## src/rtl/dtmr_pkg.sv

```systemverilog
`timescale 1ns / 1ps

package dtmr_pkg;

   localparam int DivPrescale   = 64;
   localparam int PrescaleWidth = (DivPrescale > 1) ? $clog2(DivPrescale) : 1;

   localparam logic [1:0] OP_TICK  = 2'd0;
   localparam logic [1:0] OP_READ  = 2'd1;
   localparam logic [1:0] OP_WRITE = 2'd2;

   localparam logic [2:0] REG_DIV   = 3'd0;
   localparam logic [2:0] REG_TIMA  = 3'd1;
   localparam logic [2:0] REG_TMA   = 3'd2;
   localparam logic [2:0] REG_TAC   = 3'd3;
   localparam logic [2:0] REG_FLAGS = 3'd4;

   localparam int         TimerEnableBit = 2;
   localparam logic [7:0] TimerIrqMask   = 8'h04;
   localparam logic [7:0] FlagsSetMask   = 8'hE0;
   localparam logic [7:0] DividerReset   = 8'h18;
   localparam logic [7:0] ControlReset   = 8'hF8;

   typedef struct packed {
      logic [1:0] opcode;
      logic [2:0] reg_select;
      logic [7:0] write_data;
   } item_type;

   typedef struct packed {
      logic [7:0] read_data;
      logic [7:0] irq_flags;
   } result_type;

   function automatic logic [8:0] period_of(input logic [1:0] rate_sel);
      logic [8:0] period;
      unique case (rate_sel)
         2'd0:    period = 9'd256;
         2'd1:    period = 9'd4;
         2'd2:    period = 9'd16;
         default: period = 9'd64;
      endcase
      return period;
   endfunction

endpackage

```

## src/rtl/divider_timer_with_overflow_irq.sv

```systemverilog
`timescale 1ns / 1ps
// Channel   Direction  Ports                                        Handshake
// req       in         req_opcode, req_reg_select, req_write_data   req_valid / req_stall
// rsp       out        rsp_read_data, rsp_irq_flags                 rsp_valid / rsp_stall
//
// One transaction is taken every clock unless a stall holds it; it is held in the input register,
// which feeds the register file and counters, and its response is held in the result register,
// loaded as the counters update. Reset is synchronous and loads the register reset values.
// A stalled response holds the result register, and req_stall follows in the same cycle
// only once the input register is also occupied.

module divider_timer_with_overflow_irq (
   input  logic       clock,
   input  logic       reset,
   input  logic       req_valid,
   output logic       req_stall,
   input  logic [1:0] req_opcode,
   input  logic [2:0] req_reg_select,
   input  logic [7:0] req_write_data,
   output logic       rsp_valid,
   input  logic       rsp_stall,
   output logic [7:0] rsp_read_data,
   output logic [7:0] rsp_irq_flags
);
   import dtmr_pkg::*;

   logic       item_valid;
   item_type   item;
   result_type result;
   logic       out_ready;
   logic       fire;
   logic       rsp_valid_ff, rsp_valid_in;
   result_type rsp_ff;

   assign out_ready    = !rsp_valid_ff || !rsp_stall;
   assign fire         = item_valid && out_ready;
   assign rsp_valid_in = fire || (rsp_valid_ff && rsp_stall);

   dtmr_in_stage u_in_stage (
      .clock          (clock),
      .reset          (reset),
      .req_valid      (req_valid),
      .req_opcode     (req_opcode),
      .req_reg_select (req_reg_select),
      .req_write_data (req_write_data),
      .req_stall      (req_stall),
      .advance        (fire),
      .item_valid     (item_valid),
      .item           (item)
   );

   dtmr_core u_core (
      .clock  (clock),
      .reset  (reset),
      .fire   (fire),
      .item   (item),
      .result (result)
   );

   always_ff @(posedge clock) begin
      if (reset) begin
         rsp_valid_ff <= 1'b0;
      end else begin
         rsp_valid_ff <= rsp_valid_in;
      end
   end

   always_ff @(posedge clock) begin
      if (fire) begin
         rsp_ff <= result;
      end
   end

   assign rsp_valid     = rsp_valid_ff;
   assign rsp_read_data = rsp_ff.read_data;
   assign rsp_irq_flags = rsp_ff.irq_flags;

   a_fire_gives_rsp : assert property (@(posedge clock) disable iff (reset)
      fire |=> rsp_valid)
      else $error("Executed transaction produced no response.");

   a_stall_needs_item : assert property (@(posedge clock) disable iff (reset)
      req_stall |-> item_valid)
      else $error("Request stalled with an empty input register.");

   a_non_read_zero : assert property (@(posedge clock) disable iff (reset)
      fire && (item.opcode != OP_READ) |=> rsp_read_data == 8'd0)
      else $error("Non-read transaction returned nonzero read data.");

endmodule

```

## src/rtl/dtmr_in_stage.sv

```systemverilog
`timescale 1ns / 1ps

module dtmr_in_stage (
   input  logic               clock,
   input  logic               reset,
   input  logic               req_valid,
   input  logic [1:0]         req_opcode,
   input  logic [2:0]         req_reg_select,
   input  logic [7:0]         req_write_data,
   output logic               req_stall,
   input  logic               advance,
   output logic               item_valid,
   output dtmr_pkg::item_type item
);
   import dtmr_pkg::*;

   logic     valid_ff;
   logic     valid_in;
   item_type item_ff;
   logic     accept;

   assign req_stall  = valid_ff && !advance;
   assign accept     = req_valid && !req_stall;
   assign valid_in   = accept || (valid_ff && !advance);
   assign item_valid = valid_ff;
   assign item       = item_ff;

   always_ff @(posedge clock) begin
      if (reset) begin
         valid_ff <= 1'b0;
      end else begin
         valid_ff <= valid_in;
      end
   end

   always_ff @(posedge clock) begin
      if (accept) begin
         item_ff.opcode     <= req_opcode;
         item_ff.reg_select <= req_reg_select;
         item_ff.write_data <= req_write_data;
      end
   end

endmodule

```

## src/rtl/dtmr_core.sv

```systemverilog
`timescale 1ns / 1ps

module dtmr_core (
   input  logic                 clock,
   input  logic                 reset,
   input  logic                 fire,
   input  dtmr_pkg::item_type   item,
   output dtmr_pkg::result_type result
);
   import dtmr_pkg::*;

   logic [PrescaleWidth-1:0] prescale_ff, prescale_in;
   logic [7:0]               divider_ff, divider_in;
   logic [8:0]               period_count_ff, period_count_in;
   logic [7:0]               timer_ff, timer_in;
   logic [7:0]               reload_ff, reload_in;
   logic [7:0]               control_ff, control_in;
   logic [7:0]               flags_ff, flags_in;

   logic [PrescaleWidth:0] prescale_inc;
   logic [8:0]             period_inc;
   logic [8:0]             period;
   logic [7:0]             timer_inc;
   logic [7:0]             read_byte;

   assign prescale_inc = {1'b0, prescale_ff} + 1'b1;
   assign period       = period_of(control_ff[1:0]);
   assign period_inc   = period_count_ff + 9'd1;
   assign timer_inc    = timer_ff + 8'd1;

   always_comb begin
      unique case (item.reg_select)
         REG_DIV:   read_byte = divider_ff;
         REG_TIMA:  read_byte = timer_ff;
         REG_TMA:   read_byte = reload_ff;
         REG_TAC:   read_byte = control_ff;
         REG_FLAGS: read_byte = flags_ff;
         default:   read_byte = 8'd0;
      endcase
   end

   always_comb begin
      prescale_in     = prescale_ff;
      divider_in      = divider_ff;
      period_count_in = period_count_ff;
      timer_in        = timer_ff;
      reload_in       = reload_ff;
      control_in      = control_ff;
      flags_in        = flags_ff;
      result.read_data = 8'd0;

      unique case (item.opcode)
         OP_TICK: begin
            if (prescale_inc >= (PrescaleWidth + 1)'(DivPrescale)) begin
               prescale_in = '0;
               divider_in  = divider_ff + 8'd1;
            end else begin
               prescale_in = prescale_inc[PrescaleWidth-1:0];
            end
            if (control_ff[TimerEnableBit]) begin
               if (period_inc >= period) begin
                  period_count_in = period_inc - period;
                  if (timer_inc == 8'd0) begin
                     timer_in = reload_ff;
                     flags_in = flags_ff | TimerIrqMask;
                  end else begin
                     timer_in = timer_inc;
                  end
               end else begin
                  period_count_in = period_inc;
               end
            end
         end
         OP_READ: begin
            result.read_data = read_byte;
         end
         OP_WRITE: begin
            unique case (item.reg_select)
               REG_DIV: begin
                  divider_in  = 8'd0;
                  prescale_in = '0;
               end
               REG_TIMA:  timer_in   = item.write_data;
               REG_TMA:   reload_in  = item.write_data;
               REG_TAC:   control_in = item.write_data;
               REG_FLAGS: flags_in   = item.write_data | FlagsSetMask;
               default: begin
               end
            endcase
         end
         default: begin
         end
      endcase

      result.irq_flags = flags_in;
   end

   always_ff @(posedge clock) begin
      if (reset) begin
         prescale_ff     <= '0;
         divider_ff      <= DividerReset;
         period_count_ff <= 9'd0;
         timer_ff        <= 8'd0;
         reload_ff       <= 8'd0;
         control_ff      <= ControlReset;
         flags_ff        <= 8'd0;
      end else if (fire) begin
         prescale_ff     <= prescale_in;
         divider_ff      <= divider_in;
         period_count_ff <= period_count_in;
         timer_ff        <= timer_in;
         reload_ff       <= reload_in;
         control_ff      <= control_in;
         flags_ff        <= flags_in;
      end
   end

endmodule
```

## config.mk

```make
export PLATFORM = sky130hd
export DESIGN_NAME = divider_timer_with_overflow_irq
export DESIGN_NICKNAME = d
export VERILOG_FILES = /design/src/rtl/dtmr_pkg.sv /design/src/rtl/divider_timer_with_overflow_irq.sv /design/src/rtl/dtmr_in_stage.sv /design/src/rtl/dtmr_core.sv
export SDC_FILE = /design/constraint.sdc
export NUM_CORES = 1
export LEC_CHECK = 0
export ABC_AREA = 1
export BUFFER_PORTS_ARGS = -buffer_cell sky130_fd_sc_hd__clkbuf_2
export CORE_ASPECT_RATIO = 0.5
export CORE_UTILIZATION = 54
export CTS_CLUSTER_SIZE = 12
export DETAILED_ROUTE_END_ITERATION = 6
export HOLD_SLACK_MARGIN = 0.1
export PLACE_DENSITY = 0.85
export SYNTH_ARGS = -nofsm -noshare
export SYNTH_HDL_FRONTEND = slang
export SYNTH_SLANG_ARGS = --single-unit
```

## constraint.sdc

```tcl
create_clock -name clock -period 2.45 [get_ports clock]
set_clock_uncertainty 0.05 [all_clocks]
set_input_delay 0.245 -clock clock [delete_from_list [all_inputs] [get_ports clock]]
set_output_delay 0.245 -clock clock [all_outputs]
set_load 0.01 [all_outputs]
```

==> results of run 1 <==
how the worst max path moves through the flow:
stage                                            to  slack, ps  cells after the start                       from
final                     u_core.period_count_ff[6]       -130                     19  u_core.period_count_ff[0]
after global routing      u_core.period_count_ff[6]       -250                     19  u_core.period_count_ff[0]
after CTS                 u_core.period_count_ff[2]        -50                     19  u_core.period_count_ff[0]
after detailed placement         u_core.timer_ff[0]       -130                     19  u_core.period_count_ff[0]
after global placement           u_core.timer_ff[0]        -60                     19  u_core.period_count_ff[0]
after floorplan                  u_core.timer_ff[4]         10                     20  u_core.period_count_ff[1]
synth_stat cells (3+ instances only):
master    instances
a211oi_1          8
a21oi_1          46
clkbuf_1          7
dfxtp_1          57
edfxtp_1         29
ha_1             10
inv_1            91
nand2_1         104
nand2_2          10
nand3_1          34
nand3_2           3
nand4_1           4
nor2_1           65
nor2_2            4
nor3_1            6
nor3_2            3
o211ai_1          3
o21ai_0          43
o21ai_1           6
o22ai_1          13
xor2_1            5
logic make-up (layout without fill, tap and decap cells):
family | Yosys count | after routing | synth area share (%)
compound gates | 129 | 129 | 16.29
buf+inv | 106 | 187 | 9.455
fa+ha+maj | 10 | 10 | 2.822
flops | 86 | 86 | 45.39
simple gates | 240 | 241 | 24.41
xor+xnor | 7 | 7 | 1.383
mux | 1 | 1 | 0.2540
final cells by class:
type,count,area [sq um],area share (%)
multi-input cells,388,2165,39.44
flip-flops and latches,86,2021,36.82
repair buffers,78,543.0,9.895
inverters,93,356.6,6.498
clock buffers,11,232.7,4.241
well taps,108,135.1,2.462
clock inverters,5,35.03,0.6384
layer usage:
metal | vias to the layer above | global-route usage (%) | share of wire (%)
li1 | 2056 | - | -
met1 | 1956 | 35.61 | 40
met2 | 266 | 48.67 | 47
met3 | 37 | 8.010 | 10
met4 | 0 | 12.35 | 3.0
met5 | - | 0 | 0
critical path, cell delays in order, from the launching register on:
cell,delay (ps)
dfxtp_4,360
ha_4,150
nand2_4,60
nor3_4,210
nand3_2,120
xnor2_2,180
ha_4,290
inv_2,40
nor2_1,100
nand2_1,80
nor2_2,90
nand3_2,80
nand2_1,80
inv_2,50
nand3_4,80
buf_6,130
nor2_1,50
nor2_1,110
nand2_1,90
a21oi_2,120
sequential cells by signal, summed over array words and instances (netlist names), 8 cells and up:
name                    count
u_in_stage.item            13
u_core.period_count_ff      9
rsp_irq_flags               8
rsp_read_data               8
u_core.control_ff           8
u_core.divider_ff           8
u_core.flags_ff             8
u_core.reload_ff            8
u_core.timer_ff             8
report_power, final:
| part | internal, uW | switching, uW | leakage (uW) |
|---|---|---|---|
| combinational | 79.6 | 140 | 0.00149 |
| sequential | 1510 | 25.9 | 0.000745 |
| clock | 689 | 561 | 0.000130 |
| total | 2280 | 727 | 0.00237 |
repair_timing:
item	CTS	global route
hold buffers	14	0
setup buffers	5	2
cloned	1	0
hold endpoints to repair	14	0
setup endpoints to repair	17	17
pin swaps	12	12
gates resized for setup	11	27
per-stage QoR:
| step | instances | hold slack, ps | setup TNS (ps) | worst slack (ps) |
|---|---|---|---|---|
| 5_1_grt | 769 | 193.0 | -2957 | -254.3 |
| 3_3_place_gp | 731 | 371.8 | -162.4 | -56.61 |
| 3_5_place_dp | 731 | 373.6 | -1180 | -133.0 |
| 6_report | 769 | 176.9 | -970.1 | -133.7 |
| 4_1_cts | 767 | 154.3 | -297.2 | -51.60 |
| 2_1_floorplan | 579 | 293.9 | 0 | 11.28 |
==> metrics.md, run 1 <==
| Metric | Value |
|---|---|
| Status | complete, but fails checks |
| Synth top area cells | dfxtp_1, edfxtp_1, nand2_1 |
| TritonCTS Sinks | 86 |
| CP Max Fanout | 6 |
| Root Driver | clkbuf_16 |
| DR WL/cell | between 15 and 20 microns |
| Power Dens Cells | ~550 nW/um^2 |
| Slew Limit Fails | 0 |
| Hold crit path type | in -> reg |
| Sequential area share after synthesis | 45.39% |
| Die Height | 66.07 microns |
| DR iter-0 viols | about 570 |
| WHS Endpoint | rsp_valid |
| Cell taking the most area after synthesis | dfxtp_1 |
| Die Wd | between 100 and 150 microns |
| Setup-failing EPs final | 14 |
| Synth async-reset ratio | 0% |
| Cell Area, Placed | between 4000 and 5000 sq um |
| Startpoint types | flop |
| Starting Density | 58.14% |
| Final Core Density | between 70 and 80% |
| Routed vias/inst | 5.611 |
| Hold Startpoint | rsp_stall |
| Nets | 683 |
| Design area | 5488 sq um |
| Syn Area/Cell | ~7.7 sq um |
| DP Wirelength | about 8000 microns |
| Gpl congestion | approximately 0.95 |
| Critical path type | reg -> reg |
| GRT Overall Usage | roughly 29% |
| Synthesized instance count | 579 |
| Yosys reg bits | 86 |
| Worst EP arrival | 2810 ps |
| Largest net degree at the start of global routing | 32 |
| Post-synth cell types | 40 |
| TritonRoute pass-1 iters | 6 |
| Filler cells | between 500 and 600 |
| Worst-case reg-to-reg path depth | 19 |
| Std cell rows | 22 |
| Overflow after GRT | 0 |
| Synth Flop Type | dfxtp_1 |
| Worst Tran Pin Value | 605.6 ps |
| RSZ-0062 raised after global routing | true |
| DR vias | 4315 |
| Worst path required time | 2680 ps |
| ANT nets after route | 0 |
| Drt total wl | 11930 microns |
| Inserted Clock Buffers | 9 |
| Hold path depth | 3 |
| Static Leakage | approximately 0.0024 uW |
| Total Power | between 3000 and 4000 uW |
| Worst r2r src | u_core.period_count_ff[0] |
| N_diodes | 0 |
| CTS tree | yes |
| Max Clk Rate | 387.0 MHz |
| R2r endpoint | u_core.period_count_ff[6] |
| Worst-skew pair later-pin latency | about 340 ps |
| Ports | 35 |
| Core area | 7625 sq um |
| Reg2Reg Setup Slack | -130 ps |
| DIE AREA | ~8600 sq um |
| Clock tree buffer depth | 2 |
| Final Worst Setup Slack | -133.7 ps |
| Number of synthesized flops with an enable pin | 29 |
| Post-Syn Nets | 606 |
| IO Port Bufs | 34 |
| Max Cap Viol | 0 |
| DRC | 0 |
| Share of cells above drive strength 1 | 21.18% |
| Ys Warns | 0 |
| Worst-path clk slew | 60 ps |
| Failing checks | setup timing |
| Setup crit end kind | flop |
| Synth top area share | 25.74% |
| Antenna violations before repair | 0 |
| First-pass GRT wire length | 18770 microns |
| CTS H-tree lvls | 3 |
| Vias in the first global route | 3963 |
| Hold Vio Cnt, Final | 0 |
| Fin crit period | around 2600 ps |
| Most common cell after layout, fill and taps aside | nand2_1 |
| Area Growth Syn to Fin | 23.79% |
| VDD IR max | 0.4510 mV |
| Final period utilization | 105.5% |
| Cell area after synthesis | about 4400 sq um |
| Relative slew slack | 59.59% |
| Commonest cells after routing, fill and taps aside | nand2_1, inv_1, nor2_1 |
Note: power is estimated with default switching activity, not from simulation.
==> run 2, diff against run 1 <==
Settings changed: PLACE_DENSITY 0.85 to 0.76.
==> metrics.md, run 2 (same netlist as run 1, synthesis figures left out) <==
| Metric | Value |
|---|---|
| Status | complete, but fails checks |
| Failing checks | setup timing |
| Worst-case reg-to-reg path depth | 19 (unchanged) |
| Final period utilization | 107.4% (+1.9 points) |
| Power Dens Cells | 564.6 nW/um^2 (+3.0%) |
| Nets | 697 (+2.0%) |
| Setup-failing EPs final | 17 (+3) |
| CTS tree | yes |
| Worst Tran Pin Value | 597.8 ps (-7.731 ps) |
| N_diodes | 0 (unchanged) |
| TritonCTS Sinks | 86 (unchanged) |
| Max Clk Rate | 380.0 MHz (-1.8%) |
| Inserted Clock Buffers | 9 (unchanged) |
| CTS H-tree lvls | 3 (unchanged) |
| Total negative slack | -1764 ps (-793.6 ps) |
| Hold Slack | 105.6 ps (-71.38 ps) |
| Area Growth Syn to Fin | 28.39% |
| R2r endpoint | u_core.period_count_ff[3] |
| Worst r2r src | u_core.period_count_ff[0] |
| DIE AREA | 8597 sq um (unchanged) |
| Startpoint types | flop |
| Max reg flops | 13 (unchanged) |
| Root Driver | clkbuf_16 |
| Antenna violations before repair | 0 (unchanged) |
| Most common cell after layout, fill and taps aside | nand2_1 |
| Starting Density | 58.14% (unchanged) |
| Share of cells above drive strength 1 | 24.44% (+3.3 points) |
| Worst-path clk slew | 60 ps (about the same) |
| Filler cells | 539 (-4.8%) |
| CP startpoint | u_core.period_count_ff[0] |
| First-pass GRT wire length | 19520 microns (+4.0%) |
| DP Wirelength | 7728 microns (-1.3%) |
| Worst-skew pair later-pin latency | 340 ps (about the same) |
| Critical-path cell list | ha_4 -> nand2_4 -> nor3_4 -> nand3_2 -> xnor2_2 -> ha_4 -> inv_2 -> nor2_2 -> nand2_1 -> nor2_2 -> nand3_2 -> nand2_2 -> inv_2 -> nand3_4 -> buf_6 -> nor2_1 -> nor2_1 -> nand2_1 -> a21oi_2 |
| Largest stage delay on the critical path | 360 ps (about the same) |
| Std cell rows | 22 (unchanged) |
| GRT Overall Usage | 30.49% (+1.4 points) |
| Drt total wl | 12070 microns (+1.2%) |
| Worst EP arrival | 2850 ps (+40 ps) |
| Ports | 35 (unchanged) |
| Critical path type | reg -> reg |
| Gpl congestion | 0.9805 (+2.9%) |
| Relative slew slack | 60.10% (+0.52 points) |
| Largest net degree at the start of global routing | 30 (-6.3%) |
| Clock tree buffer depth | 2 (unchanged) |
| DR iter-0 viols | 410 (-28%) |
| Vias in the first global route | 4160 (+5.0%) |
| Hold Startpoint | req_valid |
| Final Worst Setup Slack | -181.3 ps (-47.60 ps) |
| Routed vias/inst | 5.483 (-2.3%) |
| RSZ-0062 raised after global routing | true |
| Hold path depth | 2 (-1) |
| Bufs and invs on worst path | 3 (unchanged) |
| WHS Endpoint | u_in_stage.item_valid |
| Setup crit end kind | flop |
| DR WL/cell | 15.42 microns (-0.62%) |
| Slew Limit Fails | 0 (unchanged) |
| Fin crit period | 2631 ps (+47.60 ps) |
| Hold crit path type | in -> reg |
| Die Height | 66.07 microns (unchanged) |
| Overflow after GRT | 0 (unchanged) |
| CP max-delay cell | dfxtp_4 |
| TritonRoute pass-1 iters | 7 (+1) |
| ANT nets after route | 0 (unchanged) |
| VDD IR max | 0.4508 mV (about the same) |
| Die Wd | 130.1 microns (unchanged) |
| Static Leakage | 0.002453 uW (+3.6%) |
| Core area | 7625 sq um (unchanged) |
| Max Cap Viol | 0 (unchanged) |
| DR vias | 4293 (-0.51%) |
| CP Max Fanout | 6 (unchanged) |
| Hold Vio Cnt, Final | 0 (unchanged) |
| IO Port Bufs | 34 (unchanged) |
| Worst path required time | 2670 ps (about the same) |
| Total Power | 3214 uW (+6.8%) |
| Reg2Reg Setup Slack | -180 ps (-50 ps) |
| DRC | 0 (unchanged) |
| Commonest cells after routing, fill and taps aside | nand2_1, inv_1, nor2_1 |
| CP delay by family, top | simple AND/OR/NAND/NOR gates |
==> run 2: cell count changes in the layout (fill, tap and decap cells not counted), sizes merged <==
cell | before | now
buf | 30 | 45
dlygate4sd3 | 14 | 13
bufinv | 0 | 2
clkinvlp | 1 | 0
clkbuf | 45 | 44
==> run 2: worst max-delay path by stage <==
| stage | endpoint | depth (start not counted) | slack, ps |
|---|---|---|---|
| CTS | u_core.period_count_ff[3] | 19 | -90 |
| floorplan | u_core.timer_ff[4] | 20 | 10 |
| detailed placement | u_core.timer_ff[1] | 19 | -120 |
| finish | u_core.period_count_ff[3] | 19 | -180 |
| global route | u_core.period_count_ff[6] | 19 | -310 |
| global placement | u_core.timer_ff[4] | 19 | -60 |
==> run 2: where the power goes <==
group	switching (uW)	leakage, uW	internal (uW)
Clock	560	0.000154	894
Combinational	140	0.00155	81.3
Sequential	25.9	0.000745	1510
==> run 2: layout make-up <==
type / count / area, sq um / share of cell area (%)
flip-flops and latches: 86 / 2019 / 35.48
inverters: 93 / 351.6 / 6.177
clock inverters: 6 / 86.33 / 1.517
multi-input cells: 388 / 2221 / 39.02
repair buffers: 92 / 649.4 / 11.41
clock buffers: 10 / 229.0 / 4.023
well taps: 108 / 135.1 / 2.374
==> run 2: timing repair <==
action	CTS	global route
pin swaps	22	21
buffers inserted	15	5
hold endpoints to repair	13	0
gates cloned	1	0
hold buffers	13	0
resized for setup	18	30
endpoints found under the setup margin	17	17
==> run 2: metrics by stage <==
step,cells,util [%],area (sq um),worst slack [ps]
floorplan,579,-,4468,11.28
global placement,733,64.15,4891,-60.81
detailed placement,733,64.15,4891,-123.0
CTS,778,72.43,5523,-85.57
global route,783,74.65,5692,-308.2
finish,783,74.65,5692,-181.3
==> run 2: worst register-to-register path, stage by stage (launching register included) <==
cell and delay, ps:
dfxtp_4 360, ha_4 140, nand2_4 60, nor3_4 200, nand3_2 130, xnor2_2 180, ha_4 290, inv_2 40
nor2_2 90, nand2_1 80, nor2_2 120, nand3_2 70, nand2_2 80, inv_2 50, nand3_4 120, buf_6 140
nor2_1 40, nor2_1 100, nand2_1 80, a21oi_2 130
==> run 2: per-layer routing <==
layer | part of all wire [%] | wire, microns | GRT usage [%]
met1 | 43 | 5152 | 38.67
met4 | 3.3 | 395 | 13.08
met3 | 8.3 | 999 | 7.605
met2 | 46 | 5526 | 49.80
met5 | 0 | 0 | 0
==> run 3, diff against run 2 <==
Settings changed: CORE_UTILIZATION 54 to 65, PLACE_DENSITY 0.76 to 0.85.
Clock period 2.45 ns to 3.15 ns, I/O delays scaled along.
==> metrics.md, run 3 (same netlist as run 1, synthesis figures left out) <==
| Metric | Value |
|---|---|
| FF+latch area | 2013 sq um (-0.31%) |
| Critical path type | reg -> reg |
| Antenna violations before repair | 0 (unchanged) |
| Status | finished, final reports clean |
| Final Core Density | 80.67% (+6.0 points) |
| TritonRoute pass-1 iters | 5 (-2) |
| Worst Tran Pin Value | 1033 ps (+434.8 ps) |
| Area Growth Syn to Fin | 15.21% |
| Overflow after GRT | 0 (unchanged) |
| Clock tree buffer depth | 2 (unchanged) |
| Wl on met1 | 4829 microns (-6.3%) |
| Design area | 5107 sq um (-10%) |
| DIE AREA | 7174 sq um (-17%) |
| Max Cap Viol | 0 (unchanged) |
| Slew Limit Fails | 0 (unchanged) |
| Gpl congestion | 0.9732 (-0.74%) |
| Placed Cells | 691 (-5.7%) |
| WHS Endpoint | u_in_stage.item[2] |
| Setup crit end kind | flop |
| Static Leakage | 0.002186 uW (-11%) |
| RSZ-0062 raised after global routing | false |
| IO Port Bufs | 34 (unchanged) |
| DP Wirelength | 7532 microns (-2.5%) |
| # Post-CTS Setup Buffers | 0 (-15) |
| Power Dens Cells | 486.9 nW/um^2 (-14%) |
| Worst path required time | 3330 ps (+660 ps) |
| Vias in the first global route | 3615 (-13%) |
| Relative slew slack | 30.63% (-29 points) |
| Most common cell after layout, fill and taps aside | nand2_1 |
| Final cell count without fillers | 718 (-8.3%) |
| Worst-skew pair later-pin latency | 340 ps (about the same) |
| Nets | 652 (-6.5%) |
| Fin crit period | 2923 ps (+291.6 ps) |
| CTS H-tree lvls | 3 (unchanged) |
| Ports | 35 (unchanged) |
| VDD IR max | 0.3890 mV (-14%) |
| Cell Area, Placed | 4666 sq um (-4.6%) |
| Share of cells above drive strength 1 | 13.97% (-10 points) |
| Routed vias/inst | 5.766 (+5.2%) |
| Hold Startpoint | req_write_data[2] |
| CTS tree | yes |
| DR WL/cell | 15.28 microns (-0.93%) |
| DR iter-0 viols | 517 (+26%) |
| First-pass GRT wire length | 16930 microns (-13%) |
| Worst EP arrival | 3100 ps (+250 ps) |
| Hold Vio Cnt, Final | 0 (unchanged) |
| Largest net degree at the start of global routing | 32 (+6.7%) |
| ANT nets after route | 0 (unchanged) |
| R2r endpoint | u_core.timer_ff[1] |
| Hold path depth | 1 (-1) |
| Commonest cells after routing, fill and taps aside | nand2_1, inv_1, nor2_1 |
| Worst r2r src | u_core.period_count_ff[0] |
| Total negative slack | 0 ps (+1764 ps) |
| Worst-path clk slew | 60 ps (about the same) |
| Metal2 WL | 4937 microns (-11%) |
| Core area | 6331 sq um (-17%) |
| Top Layer Used | met4 |
| Max Clk Rate | 342.1 MHz (-10%) |
| Area of the multi-input gates | 2007 sq um (-9.6%) |
| N_diodes | 0 (unchanged) |
| Inserted Clock Buffers | 9 (unchanged) |
| Drt total wl | 10970 microns (-9.2%) |
| Die Height | 60.40 microns (-8.6%) |
| CP Max Fanout | 15 (+9) |
| Met3 wire length | 1038 microns (+3.9%) |
| Final period utilization | 92.79% (-15 points) |
| Std cell rows | 20 (-9.1%) |
| Starting Density | 70.02% (+12 points) |
| Startpoint types | flop |
| Reg2Reg Setup Slack | 230 ps (+410 ps) |
| Hold Slack | 106.0 ps (+0.4220 ps) |
| Setup-failing EPs final | 0 (-17) |
| DRC | 0 (unchanged) |
| Filler cells | 451 (-16%) |
| TritonCTS Sinks | 86 (unchanged) |
| Root Driver | clkbuf_16 |
| Max reg flops | 13 (unchanged) |
| DR vias | 4140 (-3.6%) |
| Worst-case reg-to-reg path depth | 19 (unchanged) |
| Die Wd | 118.8 microns (-8.7%) |
| Hold crit path type | in -> reg |
| GRT Overall Usage | 31.30% (+0.81 points) |
## run 3: changes by cell type in the layout (fill, tap and decap cells not counted), sizes merged, moves of 2 or more
cell	delta
clkinv	-3
buf	-42
inv	+2
dlygate4sd3	-2
## run 3: final cells by class
class | count | area share [%]
timing repair buffer | 48 | 5.928
sequential | 86 | 39.42
clock buffer | 11 | 5.169
clock inverter | 5 | 1.200
tap | 88 | 2.156
inverter | 93 | 6.835
multi-input combinational | 387 | 39.29
## run 3: report_power, final
part	switching, uW	internal (uW)
Combinational	101	52.3
Clock	446	690
Sequential	18.6	1180
Total	566	1920
## run 3: worst max path at each step
stage	end	start	slack, ps	cells after the start
floorplan	u_core.timer_ff[4]	u_core.period_count_ff[1]	540	20
global placement	u_core.timer_ff[0]	u_core.period_count_ff[1]	330	19
detailed placement	u_core.timer_ff[1]	u_core.period_count_ff[1]	200	19
CTS	u_core.timer_ff[1]	u_core.period_count_ff[1]	150	19
global route	u_core.timer_ff[1]	u_core.period_count_ff[0]	10	19
finish	u_core.timer_ff[1]	u_core.period_count_ff[0]	230	19
## run 3: timing repair
item / 4_1_cts / 5_1_grt
resized for setup: 0 / 2
hold buffers: 6 / 5
endpoints found under the hold margin: 6 / 5
endpoints found under the setup margin: 0 / 10
## run 3: through the flow
stage / setup slack [ps] / total power (uW)
2_1_floorplan: 540.8 / 1306
3_3_place_gp: 325.1 / 1352
3_5_place_dp: 195.4 / 1356
4_1_cts: 153.8 / 2472
5_1_grt: 12.66 / 2544
6_report: 227.1 / 2487
## run 3: critical path: stages (launching register included)
cell,delay [ps]
dfxtp_1,400
ha_1,190
nand2_1,110
nor3_2,190
nand3_1,120
xnor2_1,170
ha_1,370
inv_1,70
nor2_1,100
nand2_1,50
nor2_1,130
nand3_2,80
nand2_1,70
inv_2,50
nand3_4,160
nand2_4,70
nand2_4,150
inv_1,100
nor2_1,140
nor2_1,60
## run 3: layer usage
metal | track usage [%] | vias to the layer above
met4 | 8.499 | 0
met2 | 51.88 | 208
met3 | 8.647 | 20
met1 | 41.49 | 1911
li1 | - | 2001
met5 | 0 | -
